<file path="src/sv/assert_macros.svh">
`ifndef ASSERT_MACROS_SVH
`define ASSERT_MACROS_SVH

// same-cycle implication, reset masked
`define CHK_IMPL(lbl, ante, cons) \
  lbl: assert property (@(posedge clk) disable iff (rst) (ante) |-> (cons)) \
    else $error("check failed");

// next-cycle implication, reset masked
`define CHK_NEXT(lbl, ante, cons) \
  lbl: assert property (@(posedge clk) disable iff (rst) (ante) |=> (cons)) \
    else $error("check failed");

`endif

</file>
<file path="src/sv/lpd_pkg.sv">
`timescale 1ns / 1ps
package lpd_pkg;

  localparam int DEF_BLOCKS_PER_PACKET = 12;
  localparam int DEF_RETURNS_PER_BLOCK = 32;
  localparam int DEF_HEADER_BYTES      = 42;

  localparam logic [15:0] FLAG_WORD   = 16'hFFEE;
  localparam logic [10:0] FULL_FRAME  = 11'd1248;
  localparam logic [10:0] BODY_FRAME  = 11'd1206;
  localparam logic [10:0] STAMP_POS   = 11'd1200;
  localparam logic [10:0] STAMP_LAST  = 11'd1203;
  localparam logic [10:0] STAMP_END   = 11'd1204;
  localparam logic [6:0]  BLOCK_LAST  = 7'd99;
  localparam logic [16:0] AZ_FULL     = 17'd36000;
  localparam logic [11:0] LASER_NS    = 12'd2304;
  localparam logic [17:0] RECIP3      = 18'd174763;

  localparam logic [1:0] M_IDLE   = 2'd0;
  localparam logic [1:0] M_HEADER = 2'd1;
  localparam logic [1:0] M_BODY   = 2'd2;

  localparam logic [1:0] KIND_POINT = 2'd0;
  localparam logic [1:0] KIND_TRL   = 2'd1;
  localparam logic [1:0] KIND_ERR   = 2'd2;

  localparam logic [2:0] REG_DROP_EMPTY = 3'd0;

  typedef struct packed {
    logic [7:0]  data_byte;
    logic        first_of_frame;
    logic [10:0] frame_length;
  } in_t;

  typedef struct packed {
    logic [1:0]  kind;
    logic [3:0]  laser_index;
    logic [4:0]  firing_index;
    logic [15:0] azimuth_centideg;
    logic [15:0] distance_raw;
    logic [7:0]  intensity;
    logic [20:0] time_offset_ns;
    logic [31:0] packet_timestamp_us;
    logic        last;
  } out_t;

endpackage

</file>
<file path="src/sv/lpd_ram.sv">
`timescale 1ns / 1ps
module lpd_ram #(
  parameter int WIDTH = 24,
  parameter int DEPTH = 32
) (
  input  logic                     clk,
  input  logic                     wr_en,
  input  logic [$clog2(DEPTH)-1:0] wr_addr,
  input  logic [WIDTH-1:0]         wr_data,
  input  logic [$clog2(DEPTH)-1:0] rd_addr,
  output logic [WIDTH-1:0]         rd_data
);
  logic [WIDTH-1:0] mem [DEPTH];

  always_ff @(posedge clk) begin
    if (wr_en) begin
      mem[wr_addr] <= wr_data;
    end
    rd_data <= mem[rd_addr];
  end
endmodule

</file>
<file path="src/sv/lpd_interp.sv">
`timescale 1ns / 1ps
module lpd_interp
  import lpd_pkg::*;
(
  input  logic        clk,
  input  logic [15:0] gap,
  input  logic [5:0]  mult,
  input  logic [15:0] base,
  output logic [15:0] az
);
  logic [21:0] prod;
  logic [15:0] quot;
  logic [35:0] recip;
  logic [16:0] sum;

  // gap*mult/48 = (prod>>4)/3, divide by 3 through reciprocal
  assign recip = {18'd0, prod[21:4]} * {18'd0, RECIP3};

  always_ff @(posedge clk) begin
    prod <= gap * {16'd0, mult};
    quot <= recip[34:19];
  end

  assign sum = {1'b0, base} + {1'b0, quot};
  assign az  = (sum >= AZ_FULL) ? 16'(sum - AZ_FULL) : sum[15:0];
endmodule

</file>
<file path="src/sv/lidar_packet_point_decoder.sv">
`timescale 1ns / 1ps
// channel   | valid      | stall      | payload
// bytes in  | byte_valid | byte_stall | byte_data (in_t)
// results   | res_valid  | res_stall  | res_data (out_t)
// A byte with no result does not stall the input. A block flush steps through
// each stored return with a return RAM read, the interpolation multiplies and
// a result push, then closes the request; trailer and error also close it.
// rst is synchronous; no clearing pass, return RAM is written before read.
// res_stall holds the flush at its push step only while the hold register is
// full; one result can wait in the output register while the next is formed.
module lidar_packet_point_decoder
  import lpd_pkg::*;
#(
  parameter int BLOCKS_PER_PACKET = DEF_BLOCKS_PER_PACKET,
  parameter int RETURNS_PER_BLOCK = DEF_RETURNS_PER_BLOCK,
  parameter int HEADER_BYTES      = DEF_HEADER_BYTES
) (
  input  logic        clk,
  input  logic        rst,
  input  logic        byte_valid,
  output logic        byte_stall,
  input  in_t         byte_data,
  output logic        res_valid,
  input  logic        res_stall,
  output out_t        res_data,
  input  logic        psel,
  input  logic        penable,
  input  logic        pwrite,
  input  logic [2:0]  paddr,
  input  logic [31:0] pwdata,
  output logic [31:0] prdata,
  output logic        pready
);
  `include "assert_macros.svh"

  localparam int AW = $clog2(RETURNS_PER_BLOCK);
  localparam logic [3:0] NBLK = 4'(BLOCKS_PER_PACKET);
  localparam logic [5:0] HDR  = 6'(HEADER_BYTES);
  localparam logic [AW-1:0] RLAST = AW'(RETURNS_PER_BLOCK - 1);

  typedef enum logic [5:0] {
    S_IDLE = 6'b000001,
    S_RD   = 6'b000010,
    S_MUL  = 6'b000100,
    S_EMIT = 6'b001000,
    S_TRL  = 6'b010000,
    S_FIN  = 6'b100000
  } state_t;

  state_t state, state_next;

  logic        drop_empty;
  logic [1:0]  mode, mode_next;
  logic [10:0] pos, pos_next;
  logic [5:0]  hdr_left, hdr_left_next;
  logic [3:0]  blk_num, blk_num_next;
  logic [15:0] pend_az, pend_az_next;
  logic        pend_v, pend_v_next;
  logic [15:0] prev_gap, prev_gap_next;
  logic [31:0] wa, wa_next;
  logic [6:0]  off, off_next;
  logic [3:0]  ob, ob_next;
  logic [4:0]  rcnt, rcnt_next;
  logic [1:0]  kcnt, kcnt_next;

  logic        ev_err, ev_flush, ev_trl;
  logic [3:0]  fblk_next;
  logic [15:0] fgap_next;
  logic        we;

  logic [AW-1:0] fr;
  logic [3:0]    fblk;
  logic [15:0]   fgap;
  logic [15:0]   fbase;
  logic          trl_pend;
  logic [23:0]   entry, rd_data;

  logic  hv, ov;
  out_t  hdata, odata;

  logic        accept, mv, push_ok, res_push;
  logic        half;
  logic [3:0]  laser;
  logic [4:0]  firing;
  logic [15:0] az_pt, az_raw, az_fix, gap_c;
  logic [9:0]  slot;
  logic        dropped;
  out_t        pt, trl, err_res, fin_res;

  assign pready     = 1'b1;
  assign prdata     = (paddr == REG_DROP_EMPTY) ? {31'd0, drop_empty} : 32'd0;
  assign byte_stall = (state != S_IDLE);
  assign accept     = byte_valid && !byte_stall;
  assign mv         = !ov || !res_stall;
  assign push_ok    = !hv || mv;
  assign res_valid  = ov;
  assign res_data   = odata;

  assign az_raw = {byte_data.data_byte, wa[7:0]};
  assign az_fix = ({1'b0, az_raw} >= AZ_FULL) ? 16'({1'b0, az_raw} - AZ_FULL) : az_raw;
  assign gap_c  = (az_fix >= pend_az) ? az_fix - pend_az
                                      : 16'({1'b0, az_fix} + AZ_FULL - {1'b0, pend_az});

  always_comb begin
    mode_next     = mode;
    pos_next      = pos;
    hdr_left_next = hdr_left;
    blk_num_next  = blk_num;
    pend_az_next  = pend_az;
    pend_v_next   = pend_v;
    prev_gap_next = prev_gap;
    wa_next       = wa;
    off_next      = off;
    ob_next       = ob;
    rcnt_next     = rcnt;
    kcnt_next     = kcnt;
    ev_err        = 1'b0;
    ev_flush      = 1'b0;
    ev_trl        = 1'b0;
    fblk_next     = blk_num;
    fgap_next     = prev_gap;
    we            = 1'b0;
    if (byte_data.first_of_frame) begin
      pos_next      = '0;
      off_next      = '0;
      ob_next       = '0;
      blk_num_next  = '0;
      pend_v_next   = 1'b0;
      prev_gap_next = '0;
      wa_next       = '0;
      if (byte_data.frame_length == FULL_FRAME) begin
        hdr_left_next = HDR;
        mode_next     = (HDR != 6'd0) ? M_HEADER : M_BODY;
      end else if (byte_data.frame_length == BODY_FRAME) begin
        hdr_left_next = '0;
        mode_next     = M_BODY;
      end else begin
        mode_next = M_IDLE;
      end
    end
    if (mode_next == M_HEADER) begin
      hdr_left_next = hdr_left_next - 6'd1;
      if (hdr_left_next == 6'd0) begin
        mode_next = M_BODY;
      end
    end else if (mode_next == M_BODY) begin
      if (pos_next < STAMP_POS) begin
        if (ob_next < NBLK) begin
          blk_num_next = ob_next;
          case (off_next)
            7'd0, 7'd2: begin
              wa_next = {24'd0, byte_data.data_byte};
            end
            7'd1: begin
              if ({wa[7:0], byte_data.data_byte} != FLAG_WORD) begin
                ev_err      = 1'b1;
                pend_v_next = 1'b0;
                mode_next   = M_IDLE;
              end
            end
            7'd3: begin
              if (pend_v) begin
                ev_flush      = 1'b1;
                fgap_next     = gap_c;
                fblk_next     = ob_next - 4'd1;
                prev_gap_next = gap_c;
              end
              pend_az_next = az_fix;
              pend_v_next  = 1'b1;
            end
            default: begin
              case (kcnt)
                2'd0: wa_next = {24'd0, byte_data.data_byte};
                2'd1: wa_next = {16'd0, byte_data.data_byte, wa[7:0]};
                default: we = 1'b1;
              endcase
            end
          endcase
        end
        if (off_next == 7'd3) begin
          rcnt_next = '0;
          kcnt_next = '0;
        end else if (off_next > 7'd3) begin
          if (kcnt == 2'd2) begin
            kcnt_next = '0;
            rcnt_next = rcnt + 5'd1;
          end else begin
            kcnt_next = kcnt + 2'd1;
          end
        end
        if (off_next == BLOCK_LAST) begin
          off_next = '0;
          ob_next  = ob_next + 4'd1;
        end else begin
          off_next = off_next + 7'd1;
        end
      end else if (pos_next < STAMP_END) begin
        case (pos_next[1:0])
          2'd0: wa_next = {24'd0, byte_data.data_byte};
          2'd1: wa_next = {16'd0, byte_data.data_byte, wa[7:0]};
          2'd2: wa_next = {8'd0, byte_data.data_byte, wa[15:0]};
          default: wa_next = {byte_data.data_byte, wa[23:0]};
        endcase
        if (pos_next == STAMP_LAST) begin
          ev_trl      = 1'b1;
          ev_flush    = pend_v;
          fblk_next   = blk_num;
          fgap_next   = prev_gap;
          pend_v_next = 1'b0;
        end
      end
      if (mode_next == M_BODY) begin
        pos_next = pos_next + 11'd1;
        if (pos_next >= BODY_FRAME) begin
          mode_next = M_IDLE;
        end
      end
    end
  end

  lpd_ram #(.WIDTH(24), .DEPTH(RETURNS_PER_BLOCK)) u_ram (
    .clk     (clk),
    .wr_en   (accept && we),
    .wr_addr (rcnt[AW-1:0]),
    .wr_data ({byte_data.data_byte, wa[15:0]}),
    .rd_addr (fr),
    .rd_data (rd_data)
  );

  assign half   = fr[AW-1];
  assign laser  = fr[3:0];
  assign firing = {fblk, 1'b0} + {4'd0, half};
  assign slot   = {1'b0, firing, 4'd0} + {2'b0, firing, 3'd0} + {6'd0, laser};

  lpd_interp u_interp (
    .clk  (clk),
    .gap  (fgap),
    .mult (half ? {2'd0, laser} + 6'd24 : {2'd0, laser}),
    .base (fbase),
    .az   (az_pt)
  );

  assign dropped  = drop_empty && (entry[15:0] == 16'd0);
  assign res_push = (state == S_EMIT && !dropped && push_ok) || (state == S_TRL && push_ok);

  always_comb begin
    pt                     = '0;
    pt.kind                = KIND_POINT;
    pt.laser_index         = laser;
    pt.firing_index        = firing;
    pt.azimuth_centideg    = az_pt;
    pt.distance_raw        = entry[15:0];
    pt.intensity           = entry[23:16];
    pt.time_offset_ns      = 21'({11'd0, slot} * {9'd0, LASER_NS});
    trl                    = '0;
    trl.kind               = KIND_TRL;
    trl.packet_timestamp_us = wa;
    err_res                = '0;
    err_res.kind           = KIND_ERR;
    err_res.firing_index   = {ob_next, 1'b0};
    fin_res                = hdata;
    fin_res.last           = 1'b1;
  end

  always_comb begin
    state_next = state;
    case (state)
      S_IDLE: begin
        if (accept) begin
          if (ev_err) state_next = S_FIN;
          else if (ev_flush) state_next = S_RD;
          else if (ev_trl) state_next = S_TRL;
        end
      end
      S_RD:  state_next = S_MUL;
      S_MUL: state_next = S_EMIT;
      S_EMIT: begin
        if (dropped || push_ok) begin
          if (fr == RLAST) state_next = trl_pend ? S_TRL : S_FIN;
          else state_next = S_RD;
        end
      end
      S_TRL: if (push_ok) state_next = S_FIN;
      S_FIN: if (!hv || mv) state_next = S_IDLE;
      default: state_next = S_IDLE;
    endcase
  end

  always_ff @(posedge clk) begin
    if (rst) begin
      state      <= S_IDLE;
      drop_empty <= 1'b0;
      mode       <= M_IDLE;
      pos        <= '0;
      hdr_left   <= '0;
      blk_num    <= '0;
      pend_az    <= '0;
      pend_v     <= 1'b0;
      prev_gap   <= '0;
      wa         <= '0;
      off        <= '0;
      ob         <= '0;
      rcnt       <= '0;
      kcnt       <= '0;
      hv         <= 1'b0;
      ov         <= 1'b0;
      trl_pend   <= 1'b0;
      fr         <= '0;
    end else begin
      state <= state_next;
      if (psel && penable && pwrite && pready && paddr == REG_DROP_EMPTY) begin
        drop_empty <= pwdata[0];
      end
      if (accept) begin
        mode     <= mode_next;
        pos      <= pos_next;
        hdr_left <= hdr_left_next;
        blk_num  <= blk_num_next;
        pend_az  <= pend_az_next;
        pend_v   <= pend_v_next;
        prev_gap <= prev_gap_next;
        wa       <= wa_next;
        off      <= off_next;
        ob       <= ob_next;
        rcnt     <= rcnt_next;
        kcnt     <= kcnt_next;
        fr       <= '0;
        fblk     <= fblk_next;
        fgap     <= fgap_next;
        fbase    <= pend_az;
        trl_pend <= ev_trl;
        if (ev_err) begin
          hv    <= 1'b1;
          hdata <= err_res;
        end
      end
      if (state == S_MUL) begin
        entry <= rd_data;
      end
      if (state == S_EMIT && (dropped || push_ok)) begin
        fr <= fr + AW'(1);
      end
      if (res_push) begin
        hv    <= 1'b1;
        hdata <= (state == S_TRL) ? trl : pt;
      end
      if (state == S_FIN && hv && mv) begin
        hv <= 1'b0;
      end
      if ((res_push && hv) || (state == S_FIN && hv && mv)) begin
        ov    <= 1'b1;
        odata <= (state == S_FIN) ? fin_res : hdata;
      end else if (ov && !res_stall) begin
        ov <= 1'b0;
      end
    end
  end

  `CHK_IMPL(a_idle_no_held, state == S_IDLE, !hv)
  `CHK_IMPL(a_trl_last, res_valid && res_data.kind == KIND_TRL, res_data.last)
  `CHK_IMPL(a_wr_idle, accept && we, state == S_IDLE)
  `CHK_NEXT(a_err_fin, accept && ev_err, state == S_FIN && hv)
endmodule
</file>
<file path="config.mk">
export PLATFORM = sky130hd
export DESIGN_NAME = lidar_packet_point_decoder
export DESIGN_NICKNAME = d
export VERILOG_FILES = /design/src/sv/lpd_pkg.sv /design/src/sv/lpd_ram.sv /design/src/sv/lpd_interp.sv /design/src/sv/lidar_packet_point_decoder.sv
export VERILOG_INCLUDE_DIRS = /design/src /design/src/sv
export SDC_FILE = /design/constraint.sdc
export NUM_CORES = 2
export LEC_CHECK = 0
export ABC_AREA = 1
export BUFFER_PORTS_ARGS = -buffer_cell sky130_fd_sc_hd__buf_4
export CORE_MARGIN = 4
export CORE_UTILIZATION = 25
export DETAILED_ROUTE_END_ITERATION = 10
export GPL_TIMING_DRIVEN = 0
export PLACE_DENSITY = 0.39
export SLEW_MARGIN = 20
export SYNTH_ARGS = -nofsm -noshare
export SYNTH_HDL_FRONTEND = slang
export SYNTH_SLANG_ARGS = --single-unit
</file>
<file path="constraint.sdc">
create_clock -name clk -period 14.47 [get_ports clk]
set_input_delay 1.447 -clock clk [delete_from_list [all_inputs] [get_ports clk]]
set_output_delay 1.447 -clock clk [all_outputs]
set_load 0.01 [all_outputs]
</file>
# Yosys cells after proc, flatten, opt, wreduce, memory -nomap -nowiden
# Memory sizes are Yosys's and may differ from the RTL's. A register that Yosys moved wholly into a read port is not among the register bits.
# Index checks and enable logic that the tools add are counted.
dict set report word_totals {
  ram_bits 768
  in_bits 62
  n_memories 1
  word_cells 297
  register_bits 429
}
dict set report classes {
  n_mul 3
  muxes 133
  bitwise_logic 2
  magnitude_cmp 8
  eq_ne 34
  n_reduce_logical 53
  addsub 18
}
# memory words word_bits rd rd_ports_with_merged_regs write_ports line
set memory_table {}
lappend memory_table {u_ram.mem 32 24 1 1 1 lpd_ram.sv:13} ;# logic [WIDTH-1:0] mem [DEPTH];
# cell count
set ops {}
lappend ops {{$mux 105} 3}
lappend ops {{$mux 16} 16}
lappend ops {{$mux 32} 6}
lappend ops {{$pmux 32 s2} 2}
lappend ops {{$mux 104} 1}
lappend ops {{$pmux 32 s3} 1}
lappend ops {{$mux 6} 14}
lappend ops {{$mux 4} 16}
lappend ops {{$mux 11} 4}
lappend ops {{$mux 1} 41}
lappend ops {{$pmux 6 s6} 1}
lappend ops {{$mul 18x18->35 const B} 1}
lappend ops {{$mux 7} 5}
lappend ops {{$mux 2} 17}
lappend ops {{$eq 11x11->1 const B} 3}
lappend ops {{$sub 16x16->16} 2}
lappend ops {{$sub 16x16->16 const B} 2}
lappend ops {{$mux 5} 5}
lappend ops {{$lt 11x11->1 const B} 2}
lappend ops {{$mul 16x6->22} 1}
lappend ops {{$add 16x16->17} 1}
lappend ops {{$ge 17x16->1 const B} 1}
lappend ops {{$add 16x16->16 const B} 1}
lappend ops {{$ge 16x16->1} 1}
lappend ops {{other kinds (55)} 104}

# Logic depth before layout (Yosys ltp)
dict set report logic_depth {
  ltp_word 14
  mapped_depth 27
  mapped_depth_nobuf 27
}

# By module
# A second synthesis with hierarchy kept.
dict set report unflattened {
  hier_cells 6092
  hier_area_um2 61497.7
}
# mod cells_each n_inst area_each_um2 seq_area_each_um2
set by_module_without_submodules {}
lappend by_module_without_submodules {lpd_ram 2665 1 31760.5 23542.6}
lappend by_module_without_submodules {lidar_packet_point_decoder 1944 1 18481.5 9839.4}
lappend by_module_without_submodules {lpd_interp 1483 1 11255.8 680.7}

# Worst setup path before layout
# OpenSTA, ideal clock, no wires.
dict set report synth_timing {
  kind {input to register}
  startpoint {input port byte_data[11] (netlist name)}
  endpoint {register hdata (netlist bit fin_res[102]) (enable)}
  path_stages 13
  path_slack_ns 7.153
  t_arrival_ns 6.772
  required_time_ns 13.925
  path_cell_list {buf_6 > clkbuf_1 > nor2_1 > inv_1 > ha_1 > inv_1 > nor2_2 > o31ai_1 > nor2_2 > nand2_1 > inv_1 > a21oi_1 > nor2_1}
}
dict set report synth_via {
  elab_chain_cells 9
  word_cells_on_any_way 16
  cone_classes {2 x order compare; 3 x eq/ne; 9 x mux; 2 x reduce/logical}
}
# item line
set synth_lines {}
lappend synth_lines {{start, declared} lidar_packet_point_decoder.sv:22} ;# input in_t byte_data,
lappend synth_lines {{branches (longest 6 deep; another with $lt 11x11->1)} --}
lappend synth_lines {{$mux 1 *} lidar_packet_point_decoder.sv:141} ;# if (mode_next == M_HEADER) begin
lappend synth_lines {{$reduce_bool 2->1 (no line) *} --}
lappend synth_lines {{$reduce_and 3->1 (no line) *} --}
lappend synth_lines {{end signal, assigned} lidar_packet_point_decoder.sv:334} ;# hdata <= err_res;
lappend synth_lines {{end signal, assigned} lidar_packet_point_decoder.sv:345} ;# hdata <= (state == S_TRL) ? trl : pt;
lappend synth_lines {{end, declared} lidar_packet_point_decoder.sv:79} ;# out_t hdata, odata;
# Mark *: on every way between the ends.
# A chain may end at the register's enable or synchronous reset.

# Worst setup path in the final report
dict set report layout_timing {
  startpoint {register fr[3]}
  endpoint {register u_interp.prod[21]}
}
dict set report layout_via {
  elab_chain_cells 3
}
# item line
set layout_lines {}
lappend layout_lines {{start, declared} lidar_packet_point_decoder.sv:71} ;# logic [AW-1:0] fr;
lappend layout_lines {{start signal, assigned} lidar_packet_point_decoder.sv:341} ;# fr <= fr + AW'(1);
lappend layout_lines {{$add 4x5->6} lidar_packet_point_decoder.sv:238} ;# .mult (half ? {2'd0, laser} + 6'd24 : {2'd0, laser}),
lappend layout_lines {{$mux 6 *} lidar_packet_point_decoder.sv:238}
lappend layout_lines {{$mul 16x6->22 *} lpd_interp.sv:20} ;# prod <= gap * {16'd0, mult};
lappend layout_lines {{end signal, assigned} lpd_interp.sv:20}
lappend layout_lines {{end, declared} lpd_interp.sv:11} ;# logic [21:0] prod;
# Every way passes the cells marked *; elsewhere a longest branch is shown, timed or not.

==> results.txt <==
The detailed router finished its first iteration with 3898 violations. The worst register-to-register path ends at u_interp.prod[21]. In the post-synthesis netlist, the biggest area contributors are sky130_fd_sc_hd__edfxtp_1 (51%), sky130_fd_sc_hd__dfxtp_1 (6.0%), sky130_fd_sc_hd__fa_1 (6.0%), sky130_fd_sc_hd__ha_1 (5.7%), sky130_fd_sc_hd__o21ai_0 (4.7%). The power after layout is 7620 µW. The fraction of registers with async set/reset came out at 0. The type of the worst setup path is flop to flop. After detailed routing, the number of vias per cell comes to 4.71. In this run the critical register-to-register path is launched from fr[3].

The largest vdd supply drop is 0.116 mV. The CTS buffer count came out at 142. On the worst path, the slowest cell contributes a delay of 560 ps.

The max-slew violation count came out at 0. The count of unique library cells instantiated by Yosys came out at 63. STA classifies the critical path endpoint as a flop. By area, the combinational part of the netlist is dominated by simple AND/OR/NAND/NOR gates.

The hold buffer count at cts is 0. The most common flop cell mapped by yosys is sky130_fd_sc_hd__edfxtp_1. The sequential cell area fraction in the yosys report came out at 0.569.

The synthesized area is 59800 µm². Setup repair after global routing left no endpoint under its margin. The number of sinks on the clock net is 1194. Of the cells placed in the final design, the portion with a size suffix greater than 1 is 0.0974. The data arrival time of the critical path came out at 8070 ps. Counting instances in the post-synthesis netlist gives the leading cell types as sky130_fd_sc_hd__edfxtp_1 (1015), sky130_fd_sc_hd__nor2_1 (746), sky130_fd_sc_hd__inv_1 (678). After global routing the overflow that remains totals 0. After the last flow step, the layout net total stands at 6500. After routing, the total negative slack on setup checks comes to 0 ps. The global-route wire length before repair came out at 323000 µm. Compared with the post-synthesis result, the final layout area differs by 18.9%. The proportion of netlist area held by the largest area contributor came out at 0.510. No sink is reached through more buffers than the 3 on the longest clock path. By instance count, the leading cell after synthesis is sky130_fd_sc_hd__edfxtp_1.

At the worst endpoint, the required time is 15160 ps. Among all stages on the critical path, the largest delay is contributed by sky130_fd_sc_hd__clkbuf_1. The die extent in y came out at 497 µm. The compound-gate portion of the synthesized area came to 0.112.

The share of synthesized cell area in and, or, nand and nor gates is 0.124. Detailed placement finished with a half-perimeter wire length of 170000 µm. The number of cells on the worst reg-to-reg path is 23. The die is 497 µm wide.

The category of cells accounting for the largest share of critical-path delay is buffers and inverters. The iteration count of the initial detailed-routing pass came out at 6. In this run the tightest slew margin relative to its limit is 0.218. Walking the worst path, the cells encountered are clkbuf_1, clkinv_1, clkbuf_1, buf_1, ha_1, inv_1, clkbuf_1, nand2_1, fa_1, fa_1, inv_1, fa_1, ha_1, a21oi_1, nand2_1, a21boi_0, o21ai_0, nand3_1, nand2_1, a21oi_1, nor2_1, nor2_1, xnor2_1.

The tool flagged a number of max-cap violations equal to 0. The all-layer global routing usage came out at 0.180. The number of antenna violations at the first check in global routing was 16. Synthesis produced a netlist whose cell count is 5610. Yosys printed 0 warnings. The routability-driven placement congestion ratio came out at 0.857. The clock latency on the worst-skew pair is 810 ps. The initial cell density of the core is 0.251.

For this block, the via count after detailed routing is 43678. Once the clock tree was built, the setup fixing pass inserted 0 buffers. For this run, design rule violations remaining after detail routing come to 0. The total leakage power came out at 0.0270 µW.

The startpoint of the most critical hold path is fin_res[10]. The power density over the cells came out at 107 nW/µm². The hold violation count in the final report is 0.

The portion of the clock cycle consumed by the worst path in the final layout came out at 0.510. The count of final setup violators came out at 0. The H-tree depth came out at 4.

Of all cell types, the one taking the most synthesized area is sky130_fd_sc_hd__edfxtp_1. The area enclosed by the die boundary is 247000 µm². After layout, the minimum clock period comes to 7380 ps. The via count of the first global-routing pass came to 43193.

The number of gates resized after CTS is 0. The clock root buffer is sky130_fd_sc_hd__clkbuf_16. The core area came out at 238000 µm². The path with the worst hold slack has its endpoint at res_data[10]. Dividing the detail-routed wire length by the instance count gives 24.6 µm. The post-route worst hold slack came out at 377 ps.

The number of enable flip-flop cells after synthesis is 1015. Across all register-to-register paths, the minimum setup slack is 7090 ps. In this run the remaining antenna-violating nets after routing total 0. The layout filler cell count came out at 24588. The share of cell area taken by muxes after synthesis came out at 0.

The clock tree skew after final layout came out at 61.4 ps. The pin count of the biggest net entering global routing came out at 40. The worst setup path is launched from a flop. The post-synthesis adder-cell area fraction came out at 0.117. At the pin with the least slew margin, the transition time is 1170 ps. The number of standard-cell rows in the floorplan came out at 179.

Dividing the synthesized area by the synthesized cell count gives 10.7 µm². The clock tree from TritonCTS is built. The peak clock frequency supported by timing is 136 MHz. Clock-pin slew was measured on the worst setup and hold paths at 60 ps. The parity-gate share of the synthesized area counting xor and xnor cells is 0.0114. The critical path buffer and inverter count came out at 7.

The run finished with clean final reports. The maximum fanout along the worst path is 11. Buffers placed on the I/O ports in this run total 129. The number of top-level pins is 202. Synthesis inferred 1194 register bits. The worst hold path depth is 0. The post-detailed-routing wire length is 228000 µm. The class of the tightest hold or removal check is flop to flop.
flip-flops by register name (all words and copies together), names as in the netlist, 5 cells and up:
name	count
u_interp.quot	16
wa	32
entry	24
res_data	94
fin_res	93
state	6
u_ram.rd_data	24
off	7
pos	11
hdr_left	6
pend_az	16
fgap	16
rcnt	5
u_ram.mem	768
u_interp.prod	18
prev_gap	16
fbase	16
fr	5
where the power goes:
group	switching (µW)	total (µW)	internal (µW)	leakage, µW
sequential	28.4	3760	3740	0.0107
combinational	236	340	104	0.0141
clock	1520	3510	2000	0.00217
worst reg2reg max path: stages, from the launching register on:
cell	delay (ps)
sky130_fd_sc_hd__dfxtp_1	370
sky130_fd_sc_hd__clkbuf_1	570
sky130_fd_sc_hd__clkinv_1	500
sky130_fd_sc_hd__clkbuf_1	520
sky130_fd_sc_hd__buf_1	520
sky130_fd_sc_hd__ha_1	530
sky130_fd_sc_hd__inv_1	170
sky130_fd_sc_hd__clkbuf_1	520
sky130_fd_sc_hd__nand2_1	170
sky130_fd_sc_hd__fa_1	550
sky130_fd_sc_hd__fa_1	500
sky130_fd_sc_hd__inv_1	50
sky130_fd_sc_hd__fa_1	430
sky130_fd_sc_hd__ha_1	380
sky130_fd_sc_hd__a21oi_1	240
sky130_fd_sc_hd__nand2_1	110
sky130_fd_sc_hd__a21boi_0	290
sky130_fd_sc_hd__o21ai_0	220
sky130_fd_sc_hd__nand3_1	110
sky130_fd_sc_hd__nand2_1	100
sky130_fd_sc_hd__a21oi_1	170
sky130_fd_sc_hd__nor2_1	60
sky130_fd_sc_hd__nor2_1	110
sky130_fd_sc_hd__xnor2_1	130
per-layer routing:
metal	up-vias	global-route usage	wire length [µm]
met3	279	0.0233	11300
met4	4	0.0590	7050
met2	1354	0.304	110000
met5	-	0	26
met1	21907	0.239	99700
li1	20134	-	-
logic make-up after synthesis:
| logic type | count (synthesis) |
|---|---|
| AO/OA/AOI/OAI | 1127 |
| flip-flops | 1194 |
| buffers and inverters | 977 |
| adder cells (fa/ha/maj) | 453 |
| other | 2 |
| AND/OR/NAND/NOR | 1779 |
| XOR/XNOR | 78 |
layout by cell type (no fill, tap or decap), drive strengths merged, types with 4 or more instances in the layout:
master,count
nand3b,7
dfxtp,179
clkinv,51
ha,274
clkinvlp,5
bufinv,6
conb,40
nor4,9
a21oi,195
o211ai,17
o22ai,48
inv,696
edfxtp,1015
nand3,224
a21o,4
xnor2,15
a31oi,45
o221ai,155
or2,7
a211oi,15
o21ai,588
o21bai,11
fa,179
a32oi,22
nor3,52
nand2,671
nand4,41
xor2,63
a221oi,6
buf,268
diode,7
o21a,9
nor2,764
clkbuf,399
stage by stage:
step                      std cells  worst slack [ps]  instance area [µm²]   util
final                          9270              7090                71100  0.299
after global routing           9264              6700                71100  0.299
after CTS                      9263              7100                71100  0.299
after detailed placement       9008              7160                66600  0.280
after global placement         8944              2420                64900  0.273
after floorplan                5648              7150                60000      -
how the worst max path moves through the flow:
stage / slack (ps) / cells past startpoint / start / endpoint
finish: 7090 / 23 / fr[3] / u_interp.prod[21]
global placement: 2420 / 13 / byte_data[11] / fin_res[42]
floorplan: 7150 / 13 / byte_data[11] / fin_res[102]
global route: 6700 / 23 / fr[3] / u_interp.prod[21]
CTS: 7100 / 23 / fr[3] / u_interp.prod[21]
detailed placement: 7160 / 23 / fr[3] / u_interp.prod[21]
layout make-up:
class	instances	area (µm²)	area share
clock buffers	189	3850	0.0542
clock inverters	66	648	0.00911
flip-flops and latches	1194	34100	0.479
diodes	7	17.5	0.000246
well taps	3167	3960	0.0557
inverters	692	2610	0.0366
repair buffers	193	2390	0.0336
multi-input cells	3477	22300	0.313
plain buffers	285	1320	0.0185
(Power assumes the default switching activity.)
